File: src/rtl/bws_pkg.sv
package bws_pkg;

    localparam int NUM_LANES = 8;

    localparam int PROX_W   = 12;
    localparam int WEIGHT_W = 13;
    localparam int TERM_W   = 13;
    localparam int OFFSET_W = 13;
    localparam int LIMIT_W  = 15;
    localparam int SPEED_W  = 16;
    localparam int SUM_W    = 17;
    localparam int SLEW_W   = 18;
    localparam int CFG_IDX_W  = 2;
    localparam int CFG_DATA_W = 16;

    localparam logic [CFG_IDX_W-1:0] CFG_OFFSET_LEFT     = 2'd0;
    localparam logic [CFG_IDX_W-1:0] CFG_OFFSET_RIGHT    = 2'd1;
    localparam logic [CFG_IDX_W-1:0] CFG_SPEED_LIMIT     = 2'd2;
    localparam logic [CFG_IDX_W-1:0] CFG_MAX_STEP_CHANGE = 2'd3;

    localparam logic signed [OFFSET_W-1:0] OFFSET_RESET = 13'sd640;
    localparam logic [LIMIT_W-1:0]         LIMIT_RESET  = 15'd2560;
    localparam logic [LIMIT_W-1:0]         STEP_RESET   = 15'd25;

    // Weights scaled by 2560 (top speed times 256)
    localparam logic signed [WEIGHT_W-1:0] W_LEFT [NUM_LANES] = '{
        -13'sd3328, -13'sd3328, -13'sd1280, 13'sd0,
        13'sd0, 13'sd128, -13'sd1920, -13'sd1920
    };
    localparam logic signed [WEIGHT_W-1:0] W_RIGHT [NUM_LANES] = '{
        -13'sd2560, -13'sd2560, 13'sd1280, 13'sd0,
        13'sd0, -13'sd1280, 13'sd0, 13'sd0
    };

    typedef struct packed {
        logic [PROX_W-1:0] prox_0;
        logic [PROX_W-1:0] prox_1;
        logic [PROX_W-1:0] prox_2;
        logic [PROX_W-1:0] prox_3;
        logic [PROX_W-1:0] prox_4;
        logic [PROX_W-1:0] prox_5;
        logic [PROX_W-1:0] prox_6;
        logic [PROX_W-1:0] prox_7;
    } t_bws_in;

    typedef struct packed {
        logic signed [SPEED_W-1:0] left_speed;
        logic signed [SPEED_W-1:0] right_speed;
    } t_bws_out;

endpackage

File: src/rtl/bws_lane.sv
module bws_lane
    import bws_pkg::*;
(
    input  logic                       i_clk,
    input  logic                       i_en,
    input  logic [PROX_W-1:0]          i_prox,
    input  logic signed [WEIGHT_W-1:0] i_wl,
    input  logic signed [WEIGHT_W-1:0] i_wr,
    output logic signed [TERM_W-1:0]   o_left,
    output logic signed [TERM_W-1:0]   o_right
);

    logic signed [PROX_W+WEIGHT_W:0] w_pl;
    logic signed [PROX_W+WEIGHT_W:0] w_pr;
    logic signed [TERM_W-1:0]        r_left;
    logic signed [TERM_W-1:0]        r_right;

    assign w_pl = $signed({1'b0, i_prox}) * i_wl;
    assign w_pr = $signed({1'b0, i_prox}) * i_wr;

    // floor divide by 4096
    always_ff @(posedge i_clk) begin
        if (i_en) begin
            r_left  <= w_pl[TERM_W+11:12];
            r_right <= w_pr[TERM_W+11:12];
        end
    end

    assign o_left  = r_left;
    assign o_right = r_right;

endmodule

File: src/rtl/bws_merge.sv
module bws_merge
    import bws_pkg::*;
(
    input  logic                       i_clk,
    input  logic                       i_rst_n,
    input  logic                       i_en,
    input  logic                       i_valid,
    input  logic signed [TERM_W-1:0]   i_left  [NUM_LANES],
    input  logic signed [TERM_W-1:0]   i_right [NUM_LANES],
    input  logic signed [OFFSET_W-1:0] i_offset_left,
    input  logic signed [OFFSET_W-1:0] i_offset_right,
    input  logic [LIMIT_W-1:0]         i_speed_limit,
    output logic                       o_valid,
    output logic signed [SPEED_W-1:0]  o_target_left,
    output logic signed [SPEED_W-1:0]  o_target_right
);

    logic signed [SUM_W-1:0]   n_sum_l;
    logic signed [SUM_W-1:0]   n_sum_r;
    logic signed [SUM_W-1:0]   r_sum_l;
    logic signed [SUM_W-1:0]   r_sum_r;
    logic                      r_v_sum;
    logic                      r_v_tgt;
    logic signed [SUM_W-1:0]   w_lim;
    logic signed [SPEED_W-1:0] n_tgt_l;
    logic signed [SPEED_W-1:0] n_tgt_r;
    logic signed [SPEED_W-1:0] r_tgt_l;
    logic signed [SPEED_W-1:0] r_tgt_r;

    always_comb begin
        n_sum_l = SUM_W'(i_offset_left);
        n_sum_r = SUM_W'(i_offset_right);
        for (int k = 0; k < NUM_LANES; k++) begin
            n_sum_l = n_sum_l + SUM_W'(i_left[k]);
            n_sum_r = n_sum_r + SUM_W'(i_right[k]);
        end
    end

    assign w_lim = $signed({2'b00, i_speed_limit});

    always_comb begin
        if (r_sum_l > w_lim) begin
            n_tgt_l = w_lim[SPEED_W-1:0];
        end else if (r_sum_l < -w_lim) begin
            n_tgt_l = SPEED_W'(-w_lim);
        end else begin
            n_tgt_l = r_sum_l[SPEED_W-1:0];
        end
        if (r_sum_r > w_lim) begin
            n_tgt_r = w_lim[SPEED_W-1:0];
        end else if (r_sum_r < -w_lim) begin
            n_tgt_r = SPEED_W'(-w_lim);
        end else begin
            n_tgt_r = r_sum_r[SPEED_W-1:0];
        end
    end

    always_ff @(posedge i_clk) begin
        if (!i_rst_n) begin
            r_v_sum <= 1'b0;
            r_v_tgt <= 1'b0;
        end else if (i_en) begin
            r_v_sum <= i_valid;
            r_v_tgt <= r_v_sum;
        end
    end

    always_ff @(posedge i_clk) begin
        if (i_en) begin
            r_sum_l <= n_sum_l;
            r_sum_r <= n_sum_r;
            r_tgt_l <= n_tgt_l;
            r_tgt_r <= n_tgt_r;
        end
    end

    assign o_valid        = r_v_tgt;
    assign o_target_left  = r_tgt_l;
    assign o_target_right = r_tgt_r;

endmodule

File: src/rtl/bws_slew.sv
module bws_slew
    import bws_pkg::*;
(
    input  logic                      i_clk,
    input  logic                      i_rst_n,
    input  logic                      i_en,
    input  logic                      i_valid,
    input  logic signed [SPEED_W-1:0] i_target_left,
    input  logic signed [SPEED_W-1:0] i_target_right,
    input  logic [LIMIT_W-1:0]        i_max_step,
    input  logic                      i_out_ready,
    output logic                      o_out_valid,
    output t_bws_out                  o_out_data
);

    logic signed [SPEED_W-1:0] r_last_l;
    logic signed [SPEED_W-1:0] r_last_r;
    logic                      r_out_valid;
    logic signed [SPEED_W-1:0] n_last_l;
    logic signed [SPEED_W-1:0] n_last_r;

    function automatic logic signed [SPEED_W-1:0] slew_step(
        input logic signed [SPEED_W-1:0] tgt,
        input logic signed [SPEED_W-1:0] cur,
        input logic [LIMIT_W-1:0]        step
    );
        logic signed [SLEW_W-1:0] hi;
        logic signed [SLEW_W-1:0] lo;
        logic signed [SLEW_W-1:0] t;
        logic signed [SPEED_W-1:0] res;
        hi = SLEW_W'(cur) + $signed({3'b000, step});
        lo = SLEW_W'(cur) - $signed({3'b000, step});
        t  = SLEW_W'(tgt);
        if (t > hi) begin
            res = hi[SPEED_W-1:0];
        end else if (t < lo) begin
            res = lo[SPEED_W-1:0];
        end else begin
            res = tgt;
        end
        return res;
    endfunction

    assign n_last_l = slew_step(i_target_left, r_last_l, i_max_step);
    assign n_last_r = slew_step(i_target_right, r_last_r, i_max_step);

    always_ff @(posedge i_clk) begin
        if (!i_rst_n) begin
            r_last_l    <= '0;
            r_last_r    <= '0;
            r_out_valid <= 1'b0;
        end else begin
            if (i_en && i_valid) begin
                r_last_l <= n_last_l;
                r_last_r <= n_last_r;
            end
            if (i_en) begin
                r_out_valid <= i_valid;
            end else if (i_out_ready) begin
                r_out_valid <= 1'b0;
            end
        end
    end

    assign o_out_valid            = r_out_valid;
    assign o_out_data.left_speed  = r_last_l;
    assign o_out_data.right_speed = r_last_r;

endmodule

File: src/rtl/braitenberg_wheel_speed_slew.sv
// Wheel speed command from eight proximity samples. Each beat on the input channel
// yields one beat on the output channel, registered at each stage in turn; a new beat
// is taken every cycle, and the whole pipeline (eight multiply lanes, sum, clamp,
// slew) holds while the output beat waits. Speeds are in 1/256 rad/s. Each result is
// clamped to +/- speed_limit and moves at most max_step_change from the previous
// result, which starts at zero after reset. Configuration writes are taken every cycle.
module braitenberg_wheel_speed_slew
    import bws_pkg::*;
(
    input  logic                  i_clk,
    input  logic                  i_rst_n,
    input  logic                  i_in_valid,
    output logic                  o_in_ready,
    input  t_bws_in               i_in_data,
    output logic                  o_out_valid,
    input  logic                  i_out_ready,
    output t_bws_out              o_out_data,
    input  logic                  i_cfg_valid,
    output logic                  o_cfg_ready,
    input  logic [CFG_IDX_W-1:0]  i_cfg_index,
    input  logic [CFG_DATA_W-1:0] i_cfg_data
);

    logic signed [OFFSET_W-1:0] r_offset_left;
    logic signed [OFFSET_W-1:0] r_offset_right;
    logic [LIMIT_W-1:0]         r_speed_limit;
    logic [LIMIT_W-1:0]         r_max_step;
    logic                       r_lane_valid;
    logic                       w_en;
    logic [PROX_W-1:0]          w_prox   [NUM_LANES];
    logic signed [TERM_W-1:0]   w_term_l [NUM_LANES];
    logic signed [TERM_W-1:0]   w_term_r [NUM_LANES];
    logic                       w_tgt_valid;
    logic signed [SPEED_W-1:0]  w_tgt_l;
    logic signed [SPEED_W-1:0]  w_tgt_r;

    assign w_en        = !o_out_valid || i_out_ready;
    assign o_in_ready  = w_en;
    assign o_cfg_ready = 1'b1;

    always_ff @(posedge i_clk) begin
        if (!i_rst_n) begin
            r_offset_left  <= OFFSET_RESET;
            r_offset_right <= OFFSET_RESET;
            r_speed_limit  <= LIMIT_RESET;
            r_max_step     <= STEP_RESET;
        end else if (i_cfg_valid) begin
            unique case (i_cfg_index)
                CFG_OFFSET_LEFT:     r_offset_left  <= i_cfg_data[OFFSET_W-1:0];
                CFG_OFFSET_RIGHT:    r_offset_right <= i_cfg_data[OFFSET_W-1:0];
                CFG_SPEED_LIMIT:     r_speed_limit  <= i_cfg_data[LIMIT_W-1:0];
                CFG_MAX_STEP_CHANGE: r_max_step     <= i_cfg_data[LIMIT_W-1:0];
                default: ;
            endcase
        end
    end

    always_ff @(posedge i_clk) begin
        if (!i_rst_n) begin
            r_lane_valid <= 1'b0;
        end else if (w_en) begin
            r_lane_valid <= i_in_valid;
        end
    end

    assign w_prox[0] = i_in_data.prox_0;
    assign w_prox[1] = i_in_data.prox_1;
    assign w_prox[2] = i_in_data.prox_2;
    assign w_prox[3] = i_in_data.prox_3;
    assign w_prox[4] = i_in_data.prox_4;
    assign w_prox[5] = i_in_data.prox_5;
    assign w_prox[6] = i_in_data.prox_6;
    assign w_prox[7] = i_in_data.prox_7;

    for (genvar g = 0; g < NUM_LANES; g++) begin : g_lane
        bws_lane u_lane (
            .i_clk   (i_clk),
            .i_en    (w_en),
            .i_prox  (w_prox[g]),
            .i_wl    (W_LEFT[g]),
            .i_wr    (W_RIGHT[g]),
            .o_left  (w_term_l[g]),
            .o_right (w_term_r[g])
        );
    end

    bws_merge u_merge (
        .i_clk          (i_clk),
        .i_rst_n        (i_rst_n),
        .i_en           (w_en),
        .i_valid        (r_lane_valid),
        .i_left         (w_term_l),
        .i_right        (w_term_r),
        .i_offset_left  (r_offset_left),
        .i_offset_right (r_offset_right),
        .i_speed_limit  (r_speed_limit),
        .o_valid        (w_tgt_valid),
        .o_target_left  (w_tgt_l),
        .o_target_right (w_tgt_r)
    );

    bws_slew u_slew (
        .i_clk          (i_clk),
        .i_rst_n        (i_rst_n),
        .i_en           (w_en),
        .i_valid        (w_tgt_valid),
        .i_target_left  (w_tgt_l),
        .i_target_right (w_tgt_r),
        .i_max_step     (r_max_step),
        .i_out_ready    (i_out_ready),
        .o_out_valid    (o_out_valid),
        .o_out_data     (o_out_data)
    );

endmodule

File: config.mk
export PLATFORM = sky130hd
export DESIGN_NAME = braitenberg_wheel_speed_slew
export DESIGN_NICKNAME = d
export VERILOG_FILES = /design/src/rtl/bws_pkg.sv /design/src/rtl/bws_lane.sv /design/src/rtl/bws_merge.sv /design/src/rtl/bws_slew.sv /design/src/rtl/braitenberg_wheel_speed_slew.sv
export SDC_FILE = /design/constraint.sdc
export NUM_CORES = 1
export LEC_CHECK = 0
export BUFFER_PORTS_ARGS = -buffer_cell sky130_fd_sc_hd__buf_2
export CORE_MARGIN = 2
export CORE_UTILIZATION = 45
export DETAILED_ROUTE_END_ITERATION = 10
export MAX_ROUTING_LAYER = met4
export PLACE_DENSITY = 0.69
export SETUP_SLACK_MARGIN = 0.5
export SYNTH_ARGS = -nofsm -noshare
export SYNTH_HDL_FRONTEND = slang
export SYNTH_SLANG_ARGS = --single-unit
export TNS_END_PERCENT = 1
File: constraint.sdc
create_clock -name i_clk -period 16.4 [get_ports i_clk]
set_input_delay 1.64 -clock i_clk [delete_from_list [all_inputs] [get_ports i_clk]]
set_output_delay 1.64 -clock i_clk [all_outputs]
set_load 0.03 [all_outputs]
==> results of run 1 <==
-- cell type report --
type | count | area, µm² | area share, %
flip-flops and latches | 280 | 7490 | 23.6
well taps | 855 | 1070 | 3.37
diodes | 5 | 12.5 | 0.0394
repair buffers | 136 | 716 | 2.25
clock buffers | 45 | 965 | 3.04
inverters | 514 | 1930 | 6.07
multi-input cells | 2236 | 19400 | 60.9
clock inverters | 16 | 231 | 0.729
-- kinds of logic after synthesis --
logic type               after synthesis  synth area share [%]
AND/OR/NAND/NOR                      695                  11.2
adder cells (fa/ha/maj)              677                  32.8
AO/OA/AOI/OAI                        603                  14.3
buffers and inverters                582                  7.74
flip-flops                           280                  25.7
XOR/XNOR                             194                  5.84
multiplexers                          66                  2.32
other                                  1                0.0129
-- state kept, by name, summed over array words and instances (netlist names) --
name / cells
u_slew.r_last_l: 16
r_offset_right: 13
g_lane.u_lane.o_right: 50
u_merge.r_v_sum: 1
u_merge.r_sum_r: 17
u_slew.r_last_r: 16
r_speed_limit: 15
u_merge.o_target_right: 16
u_merge.r_sum_l: 17
u_slew.o_out_valid: 1
r_max_step: 15
u_merge.o_target_left: 16
r_offset_left: 13
g_lane.u_lane.o_left: 72
r_lane_valid: 1
u_merge.o_valid: 1
-- cells in the mapped netlist (45+ instances only) --
master,n
a21boi_0,57
a21o_1,51
a21oi_1,157
clkbuf_1,46
dfxtp_1,92
edfxtp_1,188
fa_1,144
ha_1,533
inv_1,514
mux2i_1,54
nand2_1,243
nand3_1,45
nor2_1,169
nor2b_1,51
nor3_1,63
o21ai_0,83
xnor2_1,152
-- critical path, stage by stage, from the launching register on --
cell and delay (ps):
edfxtp_1 440, fa_1 480, ha_1 230, fa_1 460, a21o_1 170, a21oi_1 220, nor2b_1 90, o211ai_1 170
nand2_1 100, a21oi_1 180, xnor2_1 300, fa_1 500, ha_1 290, ha_1 360, and3_1 210, a21oi_1 110
o21ai_1 100, or4_1 450, a2111o_1 390, o211ai_1 100
-- routing by layer --
layer / vias to the layer above / track usage [%]
met4: 0 / 6.86
met3: 115 / 2.36
met2: 434 / 36.5
met1: 10200 / 27.0
li1: 10900 / -
met5: - / -
-- metrics by stage --
| stage | instances | instance area [µm²] | setup slack, ps | utilization [%] |
|---|---|---|---|---|
| 6_report | 4087 | 31800 | 10930 | 49.5 |
| 4_1_cts | 4082 | 31800 | 10940 | 49.4 |
| 5_1_grt | 4087 | 31800 | 10710 | 49.5 |
| 2_1_floorplan | 3098 | 29100 | 7480 | - |
| 3_3_place_gp | 4021 | 30600 | 10970 | 47.6 |
| 3_5_place_dp | 4021 | 30600 | 10940 | 47.6 |
-- path summary, 6_finish.rpt --
path                                   start             endpoint  slack (ps)  cells after the start
hold reg to reg           r_offset_right[10]   r_offset_right[10]         470                      2
hold / removal            r_offset_right[10]   r_offset_right[10]         470                      2
setup / recovery  g_lane[0].u_lane.o_left[1]  u_merge.r_sum_l[15]       10930                     19
setup reg to reg  g_lane[0].u_lane.o_left[1]  u_merge.r_sum_l[15]       10930                     19
==> flow_metrics.tcl, run 1 <==
set metrics [dict create \
    setup_viol 0 \
    fmax_mhz 183 \
    ctsHoldBuffers 0 \
    mostFrequentLayoutCell "ha_1" \
    end_kind "flip-flop" \
    hold_viol 0 \
    via_count 21600 \
    grt_max_degree 160 \
    grt_pass1_wl_um 111000 \
    highest_layer "met4" \
    finalWeightedCongestion 0.939 \
    final_max_slew_viol_count 0 \
    synthDistinctLibCells 91 \
    first_pass_iters 5 \
    cts_tree "built" \
    layout_common_cells "ha_1, inv_1, nand2_1" \
    ys_seq_area_share_pct 25.7 \
    yosys.area.top_type "ha_1" \
    setup-tns-final_ps 0 \
    met1_length_um 30700 \
    hp-class "reg -> reg" \
    clockRootBuffer "clkbuf_16" \
    clk_latency_ps 580 \
    ys.flop_type "edfxtp_1" \
    area_growth_pct 9.25 \
    wire_per_inst_um 16.8 \
    fin_crit_sh_pct 33.4 \
    min_period_ps 5470 \
    die_w_um 258 \
    crit_required_ps 16800 \
    wl_um 68800 \
    status "complete, no violations" \
    wl_met2_um 33200 \
    yosysWarningCount 0 \
    port_buffers 127 \
    postRouteAntennaNets 0 \
    max_cap_viol_count 0 \
    die_y_um 258 \
    ios 154 \
    fin_hold_ws_ps 474 \
    finalNetCount 3999 \
    cp-start-kind "flip-flop" \
    worstMarginPinSlew_ps 1090 \
    core-area_um2 64200 \
    cts_made_buffers 35 \
    ys_top_cells_by_area "ha_1, edfxtp_1, fa_1" \
    clkSlewWorstSetupHoldPaths_ps 60 \
    cts_max_path_buffers 3 \
    netlist_area_um2 29100 \
    synth_edf_count 188 \
    row_count 93 \
    slew_headroom_pct 27.1 \
    synth_nets 3894 \
    synth_area_per_cell_um2 9.39 \
    dp_hpwl_um 56500 \
    skew_ps 46.4 \
    cts_setup_buffers 0 \
    netlist_instances 3098 \
    drc_errors 0 \
    grt_pass1_vias 21100 \
    rsz0062_at_grt "false" \
    critPathMaxFanout 6 \
    via_per_inst 5.29 \
    synth_top_area_share_pct 22.9 \
    nFillCells 6074 \
    cts_resized 0 \
    wl_met3_um 2650 \
    synthArstFlopShare_pct 0 \
    design.die.area_um2 66700 \
    start_util_pct 45.3 \
    htreeDepth 2 \
    cts.sinks 280 \
    synth-seq-cells 280 \
    gr-usage-all-layers_pct 21.6 \
    arrival_ps 5870 \
    critical_path_class "reg -> reg" \
    drive_gt1_share_pct 7.96 \
    drtIter0Drc 1412 \
    grt_overflow 0 \
    grt_antenna_before_repair 1 \
]
Power of run 1 is not shown: default switching activity piles up to over one toggle a cycle in this logic, so the estimate is an artifact.
==> run 2, diff against run 1 <==
==> constraint.sdc (replaced) <==
create_clock -name i_clk -period 5.3 [get_ports i_clk]
set_input_delay 0.53 -clock i_clk [delete_from_list [all_inputs] [get_ports i_clk]]
set_output_delay 0.53 -clock i_clk [all_outputs]
set_load 0.03 [all_outputs]
==> flow_metrics.tcl, run 2 <==
set metrics [dict create \
    status "did not finish" \
    haltStage "detailed routing (5_2_route)" \
    run.stop_error "[ERROR DRT-0255] Maze Route cannot find path of net i_clk in worker of routeBox ( 241500 0 ) ( 258220 48300 )." \
    cts.sinks 280 \
    synthDistinctLibCells 91 \
    synth-simple-area-share_pct 11.2 \
    worstEndpointGrtRepair "u_merge.r_sum_l[15]$_DFFE_PN_/D" \
    row_count 93 \
    synth_top_area_share_pct 22.9 \
    synthArstFlopShare_pct 0 \
    grt_pass1_vias 21300 \
    grt_antenna_before_repair 1 \
    endpoint_type "register input" \
    grt_max_degree 67 \
    yosysMostFrequentCell "ha_1" \
    die_w_um 258 \
    synth-seq-cells 280 \
    start_util_pct 45.3 \
    synth_compound_area_share_pct 14.3 \
    ys.flop_type "edfxtp_1" \
    synth_mux_area_share_pct 2.32 \
    port_buffers 127 \
    htreeDepth 2 \
    grt_overflow 0 \
    ys_top_cells_by_area "ha_1, edfxtp_1, fa_1" \
    netlist_instances 3098 \
    synthXorXnorAreaFrac_pct 5.84 \
    dp_hpwl_um 58000 \
    cts_made_buffers 34 \
    synth_area_per_cell_um2 9.39 \
    ctsHoldBuffers 0 \
    gr-usage-all-layers_pct 21.9 \
    synth_top_family_by_area "adder cells" \
    yosys.area.top_type "ha_1" \
    ios 154 \
    die_y_um 258 \
    synth_edf_count 188 \
    finalWeightedCongestion 0.927 \
    synth_common_cells "ha_1, inv_1, nand2_1" \
    synth_fa_ha_area_share_pct 32.8 \
    grt_pass1_wl_um 112000 \
    clockRootBuffer "clkbuf_16" \
    synth_nets 3894 \
    cts_max_path_buffers 3 \
    ys_seq_area_share_pct 25.7 \
    netlist_area_um2 29100 \
    yosysWarningCount 0 \
]
[run 2: cell counts after synthesis]
Identical to the previous run, type by type.
[run 2: repair_timing]
| item | in CTS | in global routing |
|---|---|---|
| pin swaps | 14 | 5 |
| gates resized for setup | 15 | 5 |
| endpoints found under the hold margin | 0 | 0 |
| setup buffers | 4 | 2 |
| endpoints found under the setup margin | 8 | 53 |
| gates cloned | 0 | 0 |
[run 2: routing by layer]
| layer | GRT usage [%] |
|---|---|
| met3 | 1.93 |
| met4 | 7.68 |
| met2 | 37.8 |
| met1 | 26.8 |
| met5 | - |
[run 2: stage by stage]
step | util, % | cells | hold slack, ps | cell area, µm² | setup WS (ps)
floorplan | - | 3098 | 443 | 29100 | 400
CTS | 49.6 | 4103 | 175 | 31900 | 381
global placement | 47.8 | 4039 | 452 | 30700 | 211
global route | 49.7 | 4105 | 190 | 31900 | 159
detailed placement | 47.8 | 4039 | 458 | 30700 | 65.7
[run 2: cell families after synthesis]
| logic type | Yosys count |
|---|---|
| AND/OR/NAND/NOR | 695 |
| XOR/XNOR | 194 |
| other | 1 |
| flip-flops | 280 |
| AO/OA/AOI/OAI | 603 |
| multiplexers | 66 |
| buffers and inverters | 582 |
| adder cells (fa/ha/maj) | 677 |
==> run 3, diff against run 2 <==
--- a/config.mk
+++ b/config.mk
@@ -7,11 +7,9 @@
 export LEC_CHECK = 0
 export BUFFER_PORTS_ARGS = -buffer_cell sky130_fd_sc_hd__buf_2
 export CORE_MARGIN = 2
-export CORE_UTILIZATION = 45
+export CORE_UTILIZATION = 30
 export DETAILED_ROUTE_END_ITERATION = 10
-export MAX_ROUTING_LAYER = met4
-export PLACE_DENSITY = 0.69
-export SETUP_SLACK_MARGIN = 0.5
+export PLACE_DENSITY_LB_ADDON = 0.15
 export SYNTH_ARGS = -nofsm -noshare
 export SYNTH_HDL_FRONTEND = slang
 export SYNTH_SLANG_ARGS = --single-unit
==> flow_metrics.tcl, run 3 (same netlist as run 1, synthesis figures left out) <==
set metrics [dict create \
    start_util_pct 30.2 \
    design.die.area_um2 99400 \
    finalNetCount 4040 \
    fin_crit_sh_pct 95.4 \
    port_buffers 127 \
    r2r-start "g_lane[0].u_lane.o_left[1]" \
    grt_max_degree 67 \
    core-area_um2 96400 \
    skew_ps 27.0 \
    final_util_pct 33.9 \
    cts_max_path_buffers 3 \
    finalWeightedCongestion 0.826 \
    setup_ws_ps 243 \
    min_period_ps 5060 \
    end_kind "flip-flop" \
    critPathMaxFanout 2 \
    final_max_slew_viol_count 0 \
    ctsHoldBuffers 0 \
    grt_antenna_before_repair 5 \
    clockRootBuffer "clkbuf_16" \
    cts_tree "built" \
    cts_setup_buffers 0 \
    postRouteAntennaNets 0 \
    gr-usage-all-layers_pct 16.4 \
    cts_made_buffers 39 \
    die_w_um 315 \
    layout_common_cells "ha_1, inv_1, nand2_1" \
    setup_viol 0 \
    wl_um 80800 \
    setup-tns-final_ps 0 \
    fmax_mhz 198 \
    crit_required_ps 5720 \
    fin_area_um2 32700 \
    worstSetupEndpoint "u_merge.r_sum_l[15]" \
    grt_pass1_vias 21700 \
    critPathLaunch "g_lane[0].u_lane.o_left[1]" \
    clkSlewWorstSetupHoldPaths_ps 60 \
    hp-class "in -> reg" \
    cts.sinks 280 \
    cts_resized 0 \
    rrSetupSlack_ps 240 \
    grt_pass1_wl_um 126000 \
    status "complete, no violations" \
    via_per_inst 4.70 \
    dpl-instance-area_um2 31400 \
    ios 154 \
    clk_latency_ps 570 \
    critical_path_class "reg -> reg" \
    row_count 114 \
    place_ws_ps 99.8 \
    die_y_um 315 \
    drc_errors 0 \
    cp-start-kind "flip-flop" \
    area_growth_pct 12.6 \
    largest_reg_flops 72 \
    r2r_cells 19 \
    via_count 21400 \
    slew_headroom_pct 26.5 \
    worstMarginPinSlew_ps 1100 \
    r2r-end "u_merge.r_sum_l[15]" \
    first_pass_iters 5 \
    wire_per_inst_um 17.7 \
    arrival_ps 5470 \
    rsz0062_at_grt "false" \
    mostFrequentLayoutCell "ha_1" \
    drive_gt1_share_pct 9.50 \
    dp_hpwl_um 68200 \
    max_cap_viol_count 0 \
    hold_viol 0 \
    htreeDepth 2 \
    hold_path_depth 1 \
    drtIter0Drc 1093 \
    grt_overflow 0 \
]
run 3: layer usage:
| layer | GRT usage (%) | up-vias | part of all wire, % |
|---|---|---|---|
| li1 | - | 11000 | - |
| met1 | 21.1 | 10000 | 46 |
| met2 | 28.7 | 296 | 49 |
| met3 | 1.88 | 106 | 2.8 |
| met4 | 5.06 | 2 | 2.9 |
| met5 | 0 | - | 0.016 |
run 3: how the worst min path moves through the flow:
stage	from	end
floorplan	r_offset_right[10]	r_offset_right[10]
global placement	r_offset_right[8]	r_offset_right[8]
detailed placement	r_offset_right[8]	r_offset_right[8]
CTS	i_in_data[30]	g_lane[5].u_lane.o_left[1]
global route	i_in_data[30]	g_lane[5].u_lane.o_left[1]
finish	i_in_data[30]	g_lane[5].u_lane.o_left[1]
run 3: final cells by class:
| cell class | count | area (µm²) |
|---|---|---|
| Inverter | 514 | 1930 |
| Tap cell | 1276 | 1600 |
| Antenna cell | 2 | 5.00 |
| Clock inverter | 25 | 293 |
| Fill cell | 10100 | 63700 |
| Multi-Input combinational cell | 2236 | 19400 |
| Timing Repair Buffer | 173 | 1010 |
| Clock buffer | 46 | 1010 |
| Sequential cell | 280 | 7490 |
run 3: per-stage QoR:
stage / hold WS [ps] / cells
2_1_floorplan: 443 / 3098
6_report: 171 / 4552
3_5_place_dp: 459 / 4479
5_1_grt: 154 / 4552
4_1_cts: 132 / 4550
3_3_place_gp: 454 / 4479
run 3: critical path, cell delays in order, from the launching register on:
cell and delay (ps):
edfxtp_1 410, fa_1 470, ha_1 240, fa_2 400, a21o_1 180, a21oi_2 170, nor2b_1 80, o211ai_1 170
nand2_1 120, a21oi_1 180, xnor2_1 190, fa_1 440, ha_1 280, ha_1 290, and3_1 180, a21oi_1 100
o21ai_1 100, or4_1 460, a2111o_1 390, o211ai_1 90
Power of run 3 is left out for the same reason.
==> run 4, diff against run 3 <==
--- a/config.mk
+++ b/config.mk
@@ -9,6 +9,7 @@
 export CORE_MARGIN = 2
 export CORE_UTILIZATION = 30
 export DETAILED_ROUTE_END_ITERATION = 10
+export GPL_TIMING_DRIVEN = 0
 export PLACE_DENSITY_LB_ADDON = 0.15
 export SYNTH_ARGS = -nofsm -noshare
 export SYNTH_HDL_FRONTEND = slang
==> flow_metrics.tcl, run 4 (same netlist as run 1, synthesis figures left out) <==
set metrics [dict create \
    port_buffers 126 \
    cts.sinks 280 \
    crit_required_ps 5590 \
    clockRootBuffer "clkbuf_16" \
    first_pass_iters 7 \
    via_per_inst 4.72 \
    dpl-instance-area_um2 31300 \
    grt_max_degree 106 \
    drtIter0Drc 1131 \
    fmax_mhz 196 \
    regArea_um2 7500 \
    drive_gt1_share_pct 9.39 \
    start_util_pct 30.2 \
    grt_antenna_before_repair 3 \
    rsz0062_at_grt "true" \
    die_w_um 315 \
    via_count 21600 \
    critical_path_class "reg -> reg" \
    grt_overflow 0 \
    hp-class "in -> reg" \
    mostFrequentLayoutCell "ha_1" \
    gr-usage-all-layers_pct 16.4 \
    status "complete, no violations" \
    dp_hpwl_um 67900 \
    cp-start-kind "flip-flop" \
    clkSlewWorstSetupHoldPaths_ps 60 \
    grt_pass1_wl_um 126000 \
    layout_common_cells "ha_1, inv_1, nand2_1" \
    finalWeightedCongestion 0.855 \
    worstMarginPinSlew_ps 817 \
    end_kind "flip-flop" \
    ios 154 \
    htreeDepth 2 \
    skew_ps 23.5 \
    largest_reg_flops 72 \
    fin_crit_sh_pct 96.3 \
    min_period_ps 5100 \
    max_cap_viol_count 0 \
    grt_pass1_vias 21600 \
    critPathMaxFanout 5 \
    area_growth_pct 12.9 \
    slew_headroom_pct 45.5 \
    drc_errors 0 \
    design.die.area_um2 99400 \
    cts_made_buffers 37 \
    cts_max_path_buffers 3 \
    postRouteAntennaNets 0 \
    hold_viol 0 \
    cts_setup_buffers 0 \
    arrival_ps 5400 \
    setup_viol 0 \
    wl_um 80800 \
    cts_tree "built" \
    clk_latency_ps 560 \
    row_count 114 \
    core-area_um2 96400 \
    fin_area_um2 32800 \
    nFillCells 10100 \
    die_y_um 315 \
    wire_per_inst_um 17.7 \
    finalNetCount 4060 \
    final_max_slew_viol_count 0 \
    multi_input_comb_area_um2 19600 \
    ctsHoldBuffers 0 \
]
==> run 4: changes by cell type in the layout (fill, tap and decap cells not counted), moves of 5 or more <==
cell,previous run,this run
buf_2,127,137
buf_4,44,5
ha_1,532,527
ha_4,0,5
dfxtp_1,92,87
clkbuf_1,6,49
clkinvlp_4,7,2
==> run 4: through the flow <==
stage	setup TNS [ps]	hold WS [ps]	instances	setup slack, ps	utilization, %
after global placement	-40130	462	4500	-1450	32.5
after detailed placement	-1100	466	4501	-272	32.5
after global routing	-184	195	4569	-96.6	34.1
after CTS	0	185	4568	17.0	33.9
after floorplan	0	443	3098	400	-
final	0	209	4569	196	34.1
==> run 4: layout make-up <==
cell class,count,area share (%)
Clock inverter,22,0.728
Clock buffer,45,3.04
Inverter,514,5.87
Buffer,68,1.02
Tap cell,1276,4.86
Multi-Input combinational cell,2236,59.6
Antenna cell,1,0.00762
Sequential cell,280,22.8
Timing Repair Buffer,127,2.00
==> run 4: worst paths after layout <==
| path | end | start | slack, ps | depth (start not counted) |
|---|---|---|---|---|
| worst max-delay path | u_merge.r_sum_l[16] | g_lane[0].u_lane.o_left[1] | 200 | 22 |
| worst min-delay path | g_lane[5].u_lane.o_left[2] | i_in_data[31] | 210 | 1 |
| worst max register to register | u_merge.r_sum_l[16] | g_lane[0].u_lane.o_left[1] | 200 | 22 |
| worst min register to register | r_offset_right[6] | r_offset_right[6] | 470 | 2 |
==> run 4: critical path, cell delays in order, from the launching register on <==
cell and delay, ps:
edfxtp_1 440, fa_1 500, ha_4 190, fa_2 390, a21o_1 180, a21oi_2 160, nor2b_1 80, o211ai_1 210
nand2_2 120, a41oi_2 250, nand2b_1 170, xnor2_4 270, fa_1 460, inv_2 80, ha_4 210, ha_4 170
or3_1 390, o21ai_2 80, a21oi_2 60, nand2_1 90, o21ai_1 90, a21oi_1 180, xor2_1 80
==> run 4: what timing repair did <==
item                                    in CTS  in global routing
endpoints found under the setup margin      14                 32
resized for setup                           14                 38
pin swaps                                    4                 14
==> run 4: metal layers <==
| layer | track usage (%) | vias up | routed length [µm] |
|---|---|---|---|
| met5 | 0 | - | 0 |
| met4 | 3.45 | 0 | 1560 |
| met3 | 1.76 | 90 | 2280 |
| met2 | 29.0 | 277 | 39200 |
| met1 | 21.5 | 10200 | 37700 |
| li1 | - | 11000 | - |
Power of run 4 is left out for the same reason.
